==> src/rtl/ccnm_pkg.sv <==
package ccnm_pkg;

    localparam int PERIOD_W = 20;
    localparam int STATUS_W = 2;
    localparam int COLOR_W  = 3;
    localparam int DIST_W   = 22;
    localparam int LANES    = 3;

    localparam logic [STATUS_W-1:0] STATUS_SAMPLE     = 2'd0;
    localparam logic [STATUS_W-1:0] STATUS_STORED     = 2'd1;
    localparam logic [STATUS_W-1:0] STATUS_CLASSIFIED = 2'd2;

    typedef struct packed {
        logic [PERIOD_W-1:0] red_period;
        logic [PERIOD_W-1:0] green_period;
        logic [PERIOD_W-1:0] blue_period;
    } ccnm_in_t;

    typedef struct packed {
        logic [STATUS_W-1:0] status;
        logic [COLOR_W-1:0]  color_index;
        logic [DIST_W-1:0]   best_distance;
    } ccnm_out_t;

    typedef enum logic [2:0] {
        ST_IDLE,
        ST_DIVIDE,
        ST_STORE,
        ST_SCAN,
        ST_DONE
    } ccnm_state_t;

endpackage

==> src/rtl/color_calibrate_and_nearest_match.sv <==
// Channel   Ports                          Moves
// input     s_valid, s_ready, s_data       one red/green/blue pulse-width triple
// result    m_valid, m_ready, m_data       status, color index, best distance
//
// A sample that does not close its group goes from ST_IDLE straight to ST_DONE; the one that
// closes it also passes ST_DIVIDE and ST_STORE: one shared multiplier divides the sums by
// SAMPLES_PER_COLOR, a lane a cycle. A classification reads one reference per cycle through
// a two-stage distance and compare pipeline.
// Reset (aresetn low at a clock edge) restarts calibration at the first color.
// A result waiting on m_ready does not block the next input transaction; the following result waits in ST_DONE.
module color_calibrate_and_nearest_match #(
    parameter int NUM_COLORS        = 7,
    parameter int SAMPLES_PER_COLOR = 5
) (
    input  logic                aclk,
    input  logic                aresetn,
    input  logic                s_valid,
    output logic                s_ready,
    input  ccnm_pkg::ccnm_in_t  s_data,
    output logic                m_valid,
    input  logic                m_ready,
    output ccnm_pkg::ccnm_out_t m_data
);
    import ccnm_pkg::*;

    localparam int IDX_W    = $clog2(NUM_COLORS);
    localparam int STAGE_W  = $clog2(NUM_COLORS + 1);
    localparam int SUM_W    = PERIOD_W + $clog2(SAMPLES_PER_COLOR);
    localparam int CNT_W    = $clog2(SAMPLES_PER_COLOR + 1);
    localparam int DSTEP_W  = $clog2(LANES);
    localparam int ENTRY_W  = LANES * PERIOD_W;
    localparam int RECIP_SH = SUM_W + $clog2(SAMPLES_PER_COLOR);
    localparam int RECIP_W  = SUM_W + 1;
    localparam int PROD_W   = SUM_W + RECIP_W;

    localparam longint RECIP_L = ((longint'(1) << RECIP_SH) + longint'(SAMPLES_PER_COLOR - 1))
                                 / longint'(SAMPLES_PER_COLOR);

    localparam logic [RECIP_W-1:0] RECIP     = RECIP_W'(RECIP_L);
    localparam logic [STAGE_W-1:0] COLORS    = STAGE_W'(NUM_COLORS);
    localparam logic [CNT_W-1:0]   GROUP_LEN = CNT_W'(SAMPLES_PER_COLOR);
    localparam logic [DSTEP_W-1:0] LAST_STEP = DSTEP_W'(LANES - 1);

    ccnm_state_t state_reg, state_next;

    logic [STAGE_W-1:0] stage_reg, stage_next;
    logic [CNT_W-1:0]   count_reg, count_next;
    logic [CNT_W-1:0]   count_inc;
    logic [SUM_W-1:0]   sum_reg [LANES];
    logic [SUM_W-1:0]   sum_next [LANES];
    logic [DSTEP_W-1:0] div_cnt_reg, div_cnt_next;
    ccnm_in_t           in_reg, in_next;

    logic [STAGE_W-1:0] rd_cnt_reg, rd_cnt_next;
    logic               rd_en;
    logic               rd_vld_reg;
    logic [IDX_W-1:0]   rd_idx_reg;
    logic [ENTRY_W-1:0] rd_data_reg;
    logic [DIST_W-1:0]  dist_reg;
    logic               dist_vld_reg;
    logic [IDX_W-1:0]   dist_idx_reg;
    logic [DIST_W-1:0]  best_reg, best_next;
    logic [IDX_W-1:0]   best_idx_reg, best_idx_next;
    logic               scan_done;

    ccnm_out_t          res_reg, res_next;
    logic               m_valid_reg, m_valid_next;
    ccnm_out_t          m_data_reg, m_data_next;

    logic               mem_we;
    logic [ENTRY_W-1:0] mem_wdata;
    logic [ENTRY_W-1:0] mem [NUM_COLORS];

    logic [PERIOD_W-1:0] s_lane [LANES];
    logic [PERIOD_W-1:0] in_lane [LANES];
    logic [PERIOD_W-1:0] ref_lane [LANES];
    logic [DIST_W-1:0]   sad;

    assign s_lane[0]  = s_data.red_period;
    assign s_lane[1]  = s_data.green_period;
    assign s_lane[2]  = s_data.blue_period;
    assign in_lane[0] = in_reg.red_period;
    assign in_lane[1] = in_reg.green_period;
    assign in_lane[2] = in_reg.blue_period;

    assign count_inc = count_reg + CNT_W'(1);
    assign rd_en     = (state_reg == ST_SCAN) && (rd_cnt_reg < COLORS);
    assign scan_done = (rd_cnt_reg == COLORS) && !rd_vld_reg && !dist_vld_reg;

    assign s_ready = (state_reg == ST_IDLE);
    assign m_valid = m_valid_reg;
    assign m_data  = m_data_reg;

    // Sum of absolute differences between the held triple and one reference.
    always_comb begin
        logic [DIST_W-1:0] acc;
        acc = '0;
        for (int k = 0; k < LANES; k++) begin
            ref_lane[k] = rd_data_reg[k*PERIOD_W +: PERIOD_W];
            if (in_lane[k] >= ref_lane[k]) begin
                acc = acc + DIST_W'(in_lane[k] - ref_lane[k]);
            end else begin
                acc = acc + DIST_W'(ref_lane[k] - in_lane[k]);
            end
        end
        sad = acc;
    end

    always_comb begin
        for (int k = 0; k < LANES; k++) begin
            mem_wdata[k*PERIOD_W +: PERIOD_W] = sum_reg[k][PERIOD_W-1:0];
        end
    end

    always_comb begin
        state_next = state_reg;
        unique case (state_reg)
            ST_IDLE: begin
                if (s_valid) begin
                    if (stage_reg < COLORS) begin
                        state_next = (count_inc == GROUP_LEN) ? ST_DIVIDE : ST_DONE;
                    end else begin
                        state_next = ST_SCAN;
                    end
                end
            end
            ST_DIVIDE: begin
                if (div_cnt_reg == LAST_STEP) begin
                    state_next = ST_STORE;
                end
            end
            ST_STORE: begin
                state_next = ST_DONE;
            end
            ST_SCAN: begin
                if (scan_done) begin
                    state_next = ST_DONE;
                end
            end
            ST_DONE: begin
                if (!m_valid_reg || m_ready) begin
                    state_next = ST_IDLE;
                end
            end
            default: begin
                state_next = ST_IDLE;
            end
        endcase
    end

    always_comb begin
        logic [PROD_W-1:0] prod;
        stage_next    = stage_reg;
        count_next    = count_reg;
        div_cnt_next  = div_cnt_reg;
        in_next       = in_reg;
        rd_cnt_next   = rd_cnt_reg;
        best_next     = best_reg;
        best_idx_next = best_idx_reg;
        res_next      = res_reg;
        mem_we        = 1'b0;
        m_valid_next  = m_valid_reg && !m_ready;
        m_data_next   = m_data_reg;
        prod          = '0;
        for (int k = 0; k < LANES; k++) begin
            sum_next[k] = sum_reg[k];
        end

        // Compare stage of the scan pipeline; strict less-than keeps the lowest index on ties.
        if (dist_vld_reg && (dist_reg < best_reg)) begin
            best_next     = dist_reg;
            best_idx_next = dist_idx_reg;
        end

        unique case (state_reg)
            ST_IDLE: begin
                if (s_valid) begin
                    in_next     = s_data;
                    best_next   = '1;
                    rd_cnt_next = '0;
                    if (stage_reg < COLORS) begin
                        for (int k = 0; k < LANES; k++) begin
                            sum_next[k] = sum_reg[k] + SUM_W'(s_lane[k]);
                        end
                        if (count_inc == GROUP_LEN) begin
                            count_next   = '0;
                            div_cnt_next = '0;
                        end else begin
                            count_next           = count_inc;
                            res_next.status        = STATUS_SAMPLE;
                            res_next.color_index   = COLOR_W'(stage_reg);
                            res_next.best_distance = '0;
                        end
                    end
                end
            end
            ST_DIVIDE: begin
                // The reciprocal is rounded up and wide enough that the top bits of the
                // product are the exact truncated quotient for any sum.
                prod = PROD_W'(sum_reg[div_cnt_reg]) * PROD_W'(RECIP);
                for (int k = 0; k < LANES; k++) begin
                    if (div_cnt_reg == DSTEP_W'(k)) begin
                        sum_next[k] = SUM_W'(prod[RECIP_SH +: PERIOD_W]);
                    end
                end
                div_cnt_next = div_cnt_reg + DSTEP_W'(1);
            end
            ST_STORE: begin
                mem_we = 1'b1;
                for (int k = 0; k < LANES; k++) begin
                    sum_next[k] = '0;
                end
                stage_next             = stage_reg + STAGE_W'(1);
                res_next.status        = STATUS_STORED;
                res_next.color_index   = COLOR_W'(stage_reg);
                res_next.best_distance = '0;
            end
            ST_SCAN: begin
                if (rd_en) begin
                    rd_cnt_next = rd_cnt_reg + STAGE_W'(1);
                end
                if (scan_done) begin
                    res_next.status        = STATUS_CLASSIFIED;
                    res_next.color_index   = COLOR_W'(best_idx_reg);
                    res_next.best_distance = best_reg;
                end
            end
            ST_DONE: begin
                if (!m_valid_reg || m_ready) begin
                    m_valid_next = 1'b1;
                    m_data_next  = res_reg;
                end
            end
            default: begin
            end
        endcase
    end

    always_ff @(posedge aclk) begin
        if (mem_we) begin
            mem[stage_reg[IDX_W-1:0]] <= mem_wdata;
        end
        if (rd_en) begin
            rd_data_reg <= mem[rd_cnt_reg[IDX_W-1:0]];
        end
    end

    always_ff @(posedge aclk) begin
        if (!aresetn) begin
            state_reg    <= ST_IDLE;
            stage_reg    <= '0;
            count_reg    <= '0;
            div_cnt_reg  <= '0;
            rd_cnt_reg   <= '0;
            rd_vld_reg   <= 1'b0;
            dist_vld_reg <= 1'b0;
            m_valid_reg  <= 1'b0;
            for (int k = 0; k < LANES; k++) begin
                sum_reg[k] <= '0;
            end
        end else begin
            state_reg    <= state_next;
            stage_reg    <= stage_next;
            count_reg    <= count_next;
            div_cnt_reg  <= div_cnt_next;
            rd_cnt_reg   <= rd_cnt_next;
            rd_vld_reg   <= rd_en;
            dist_vld_reg <= rd_vld_reg;
            m_valid_reg  <= m_valid_next;
            for (int k = 0; k < LANES; k++) begin
                sum_reg[k] <= sum_next[k];
            end
        end
    end

    always_ff @(posedge aclk) begin
        in_reg       <= in_next;
        rd_idx_reg   <= rd_cnt_reg[IDX_W-1:0];
        dist_reg     <= sad;
        dist_idx_reg <= rd_idx_reg;
        best_reg     <= best_next;
        best_idx_reg <= best_idx_next;
        res_reg      <= res_next;
        m_data_reg   <= m_data_next;
    end

endmodule
==> config.mk <==
export PLATFORM = sky130hd
export DESIGN_NAME = color_calibrate_and_nearest_match
export DESIGN_NICKNAME = d
export VERILOG_FILES = /design/src/rtl/ccnm_pkg.sv /design/src/rtl/color_calibrate_and_nearest_match.sv
export SDC_FILE = /design/constraint.sdc
export NUM_CORES = 2
export LEC_CHECK = 0
export ABC_AREA = 1
export BUFFER_PORTS_ARGS = -buffer_cell sky130_fd_sc_hd__buf_4
export CAP_MARGIN = 10
export CORE_UTILIZATION = 60
export CTS_BUF_LIST = sky130_fd_sc_hd__clkbuf_4 sky130_fd_sc_hd__clkbuf_8 sky130_fd_sc_hd__clkbuf_16
export CTS_CLUSTER_DIAMETER = 40
export DETAILED_ROUTE_END_ITERATION = 6
export PLACE_DENSITY_LB_ADDON = 0.25
export SYNTH_ARGS = -nofsm -noshare
export SYNTH_HDL_FRONTEND = slang
export SYNTH_SLANG_ARGS = --single-unit
==> constraint.sdc <==
create_clock -name aclk -period 8.8 [get_ports aclk]
set_input_delay 1.76 -clock aclk [delete_from_list [all_inputs] [get_ports aclk]]
set_output_delay 1.76 -clock aclk [all_outputs]
set_load 0.02 [all_outputs]
# Yosys cells after proc, flatten, opt, wreduce, memory -nomap -nowiden
# Memory sizes are Yosys's and may differ from the RTL's. A register that Yosys moved wholly into a read port is not among the register bits.
# Index checks and enable logic that the tools add are counted.
# totals
rom_bits	0
reg_bits	184
n_memories	2
latchBits	0
output_inout_bits	29
word_cells	133
ram_bits	489
input_bits	64
# op_classes
n_eq_ne	16
mux	44
n_reduce_logical	22
n_div	0
order_cmp	6
bitwise	3
addsub	17
shift	0
n_mul	1
# memory_table
name	depth	width	rd	rd_ports_with_merged_regs	write_ports	line	text
mem	7	60	1	1	1	color_calibrate_and_nearest_match.sv:72	logic [ENTRY_W-1:0] mem [NUM_COLORS];
sum_reg	3	23	4	1	3	color_calibrate_and_nearest_match.sv:49	logic [SUM_W-1:0] sum_reg [LANES];
# op_table
cell	n
$pmux 69 s3	1
$mux 23	6
$mux 69	2
$mux 22	6
$sub 20x20->21	6
$mux 27	4
$add 22x22->22	4
$pmux 27 s3	1
$add 23x20->23	3
$ge 20x20->1	3
$mul 23x24->46 const B	1
$mux 3	9
$lt 22x22->1	1
$pmux 3 s5	1
$ne 2x2->1 const B	6
$mux 2	5
$add 3x1->3 const B	3
$eq 3x3->1 const B	3
$reduce_and 4->1	2
$mux 1	7
$eq 3x2->1 const B	2
$lt 3x3->1 const B	2
$pmux 3 s2	1
$reduce_and 3->1	2
other kinds (16)	28

# Longest topological paths before layout
# depth
word_depth	8
mapped_depth	37
mapped_depth_nobuf	37

# Worst setup path before layout
# No wires, ideal clock.
# synth_path
path_type	register to register
startpoint	register with a tool-made name
endpoint	memory sum_reg[1][13] (netlist bit)
setup_ps	135
path_stages_with_launch	29
path_slack_ps	2410
n_path_buf	2
synth_period_minus_slack_ps	6390
t_required_ps	8665
arrival_ps	6255
path_cell_list	dfxtp_1 -> inv_2 -> clkbuf_1 -> clkbuf_1 -> nor2_1 -> a21oi_1 -> ha_1 -> fa_1 -> inv_1 -> fa_1 -> inv_1 -> fa_1 -> fa_1 -> fa_1 -> inv_1 -> fa_1 -> inv_1 -> ha_1 -> nand2_1 -> nor2_1 -> inv_1 -> nor2_1 -> inv_1 -> nor3_1 -> nand4_1 -> nand3_1 -> a21oi_1 -> o21ai_0 -> a31oi_1
# synth_rtl
item	line
end: declaration	color_calibrate_and_nearest_match.sv:49

==> results.json <==
{
  "ys.flop_type": "edfxtp_1",
  "synth_area_um2": 47110,
  "slew_headroom_pct": 25.74,
  "wl_per_cell_um": 21.98,
  "num_vias": 37313,
  "largest_reg_flops": 420,
  "coreArea_um2": 77590,
  "cap_viol_max_count": 0,
  "drt_pass1_iterations": 7,
  "die_h_um": 282.2,
  "synth_cells": 5115,
  "numCtsBuffers": 96,
  "antenna_found_initial": 4,
  "ys_async_sr_fraction_pct": 0,
  "finalCritPeriodShare_pct": 90.23,
  "detail_route.wirelength_um": 139300,
  "grt_pass1_vias": 35888,
  "drc_errors": 0,
  "drive_above_1_share_pct": 7.778,
  "die_w_um": 282.2,
  "globalRouteMet3Util_pct": 5.311,
  "clk_pin_slew_ps": 60,
  "setup_violations": 0,
  "avgSynthCellArea_um2": 9.210,
  "hpwlAfterDp_um": 105400,
  "rsz0062_at_grt": "false",
  "grt_pass1_wl_um": 210900,
  "nets": 5881,
  "slew_viol_final": 0,
  "drtIter0Drc": 3438,
  "synth-seq-cells": 735,
  "path_class": "flop to flop",
  "diodes": 0,
  "cp-end-kind": "flop",
  "cts_setup_buffers": 0,
  "mostFrequentLayoutCells": "nand2_1, inv_1, edfxtp_1, a21oi_1, o21ai_0",
  "arrival_ps": 8390,
  "grt.met2_usage_pct": 56.27,
  "synthAdderAreaFrac_pct": 18.45,
  "finalHoldViolCount": 0,
  "layout_commonest_cell": "nand2_1",
  "grtUsageTotal_pct": 35.32,
  "status": "finished, final reports clean",
  "synth-simple-area-share_pct": 12.52,
  "synth_top_family_by_area": "adder cells",
  "critPathMaxFanout": 27,
  "pin_count": 93,
  "synth-xor-area-share_pct": 2.398,
  "h-tree-depth": 3,
  "start_util_pct": 60.71,
  "cp.required_ps": 9250,
  "cts_tree": "yes",
  "synth_edf_count": 597,
  "synth_compound_area_share_pct": 15.49,
  "grt_overflow": 0,
  "tns_ps": 0,
  "ctsHoldBuffers": 0,
  "insertion_delay_ps": 680,
  "grt_busiest_layer": "met2",
  "ys_seq_area_share_pct": 43.92,
  "cts-root-buf": "clkbuf_16",
  "fin_worst_skew_ps": 73.70,
  "clock-sinks": 735,
  "ctsLongestPathBuffers": 3,
  "gp_congestion": 1.016,
  "die_area_um2": 79640,
  "ys_types": 60,
  "area_delta_synth_final_pct": 11.10,
  "syn-num-nets": 5782,
  "yosys_warnings": 0,
  "grt_max_degree": 146,
  "startpoint_type": "flop",
  "synth.area.mux_share_pct": 0,
  "vias_per_cell": 5.888,
  "fin_crit_ps": 7940,
  "worstMarginPinSlew_ps": 1102,
  "portBuffers": 92,
  "met1_usage_pct": 47.92,
  "postRouteAntennaNets": 0,
  "hold_path.class": "flop to flop",
  "row_count": 102,
  "max_freq_mhz": 125.9,
  "postCtsResizedCells": 0,
  "fill_cells": 6219
}
[kinds of logic after synthesis]
family	after synthesis
adders and majority gates	603
buffers and inverters	879
xor gates and xnor gates	129
and+or+nand+nor	1455
DFF	735
AOI/OAI and AO/OA	1314
[final timing paths]
path              slack (ps)  cells after the start         endpoint     startpoint
hold / removal           330                      0  dist_idx_reg[0]  rd_idx_reg[0]
setup reg to reg         860                     24   sum_reg[2][11]           flop
hold reg to reg          330                      0  dist_idx_reg[0]  rd_idx_reg[0]
setup / recovery         860                     24   sum_reg[2][11]           flop
[synthesized netlist by cell type (10+ instances only)]
master | count | area, um2
o21a_1 | 12 | 90.09
nand2_1 | 846 | 3176
o211ai_1 | 38 | 285.3
o21bai_1 | 29 | 217.7
o21ai_1 | 27 | 135.1
a211oi_1 | 10 | 75.07
a21boi_2 | 10 | 112.6
edfxtp_1 | 597 | 17930
or2_2 | 18 | 112.6
nor3_1 | 40 | 200.2
a31oi_1 | 39 | 244.0
nand3_1 | 98 | 490.5
inv_1 | 722 | 2710
nand4_1 | 27 | 168.9
xor2_1 | 88 | 770.7
a21oi_1 | 544 | 2723
inv_2 | 11 | 41.29
ha_1 | 450 | 5630
o22ai_1 | 61 | 381.6
o21ai_0 | 454 | 2272
nor4_1 | 15 | 93.84
o21ai_2 | 10 | 87.58
xnor2_1 | 41 | 359.1
dfxtp_1 | 138 | 2763
nor2_1 | 382 | 1434
buf_2 | 19 | 95.09
clkbuf_1 | 104 | 390.4
fa_1 | 153 | 3063
a21o_1 | 24 | 180.2
[area by class of cell]
type | count | area, um2 | area share, %
repair buffers | 142 | 1111 | 2.123
clock buffers | 114 | 2604 | 4.975
inverters | 738 | 2781 | 5.314
well taps | 1040 | 1301 | 2.486
multi-input cells | 3501 | 23110 | 44.15
clock inverters | 67 | 737.0 | 1.408
flip-flops and latches | 735 | 20700 | 39.54
[metrics by stage]
step	std cells	util [%]	instance area (um2)	hold WS, ps	setup WS, ps
after floorplan	5115	-	47110	309.6	2410
after global placement	6155	63.11	48970	311.1	1207
after detailed placement	6155	63.11	48970	312.8	1039
after CTS	6336	67.42	52310	326.7	979.7
after global routing	6337	67.45	52340	332.5	459.9
final	6337	67.45	52340	326.9	860.0
[critical path, cell delays in order (launching register included)]
cell	delay [ps]
dfxtp_1	670
inv_2	340
o21ai_0	650
inv_1	100
ha_1	260
ha_1	180
or2_2	330
fa_1	610
inv_1	90
fa_1	530
inv_1	90
fa_1	480
inv_1	50
fa_1	460
fa_1	500
inv_1	40
ha_1	360
a21oi_1	320
nor2_1	70
nor2_1	170
o21ai_0	150
a31oi_1	160
nand3_1	140
o21ai_0	820
a31oi_1	160
[metal layers]
| metal | up-vias | wire length [um] |
|---|---|---|
| li1 | 17639 | - |
| met1 | 17774 | 57920 |
| met2 | 1580 | 63530 |
| met3 | 318 | 11140 |
| met4 | 2 | 6693 |
| met5 | - | 13 |
Power is left out: the tool's default activity adds up to more than one toggle a clock period on the data nets, which glitch-free logic cannot reach.
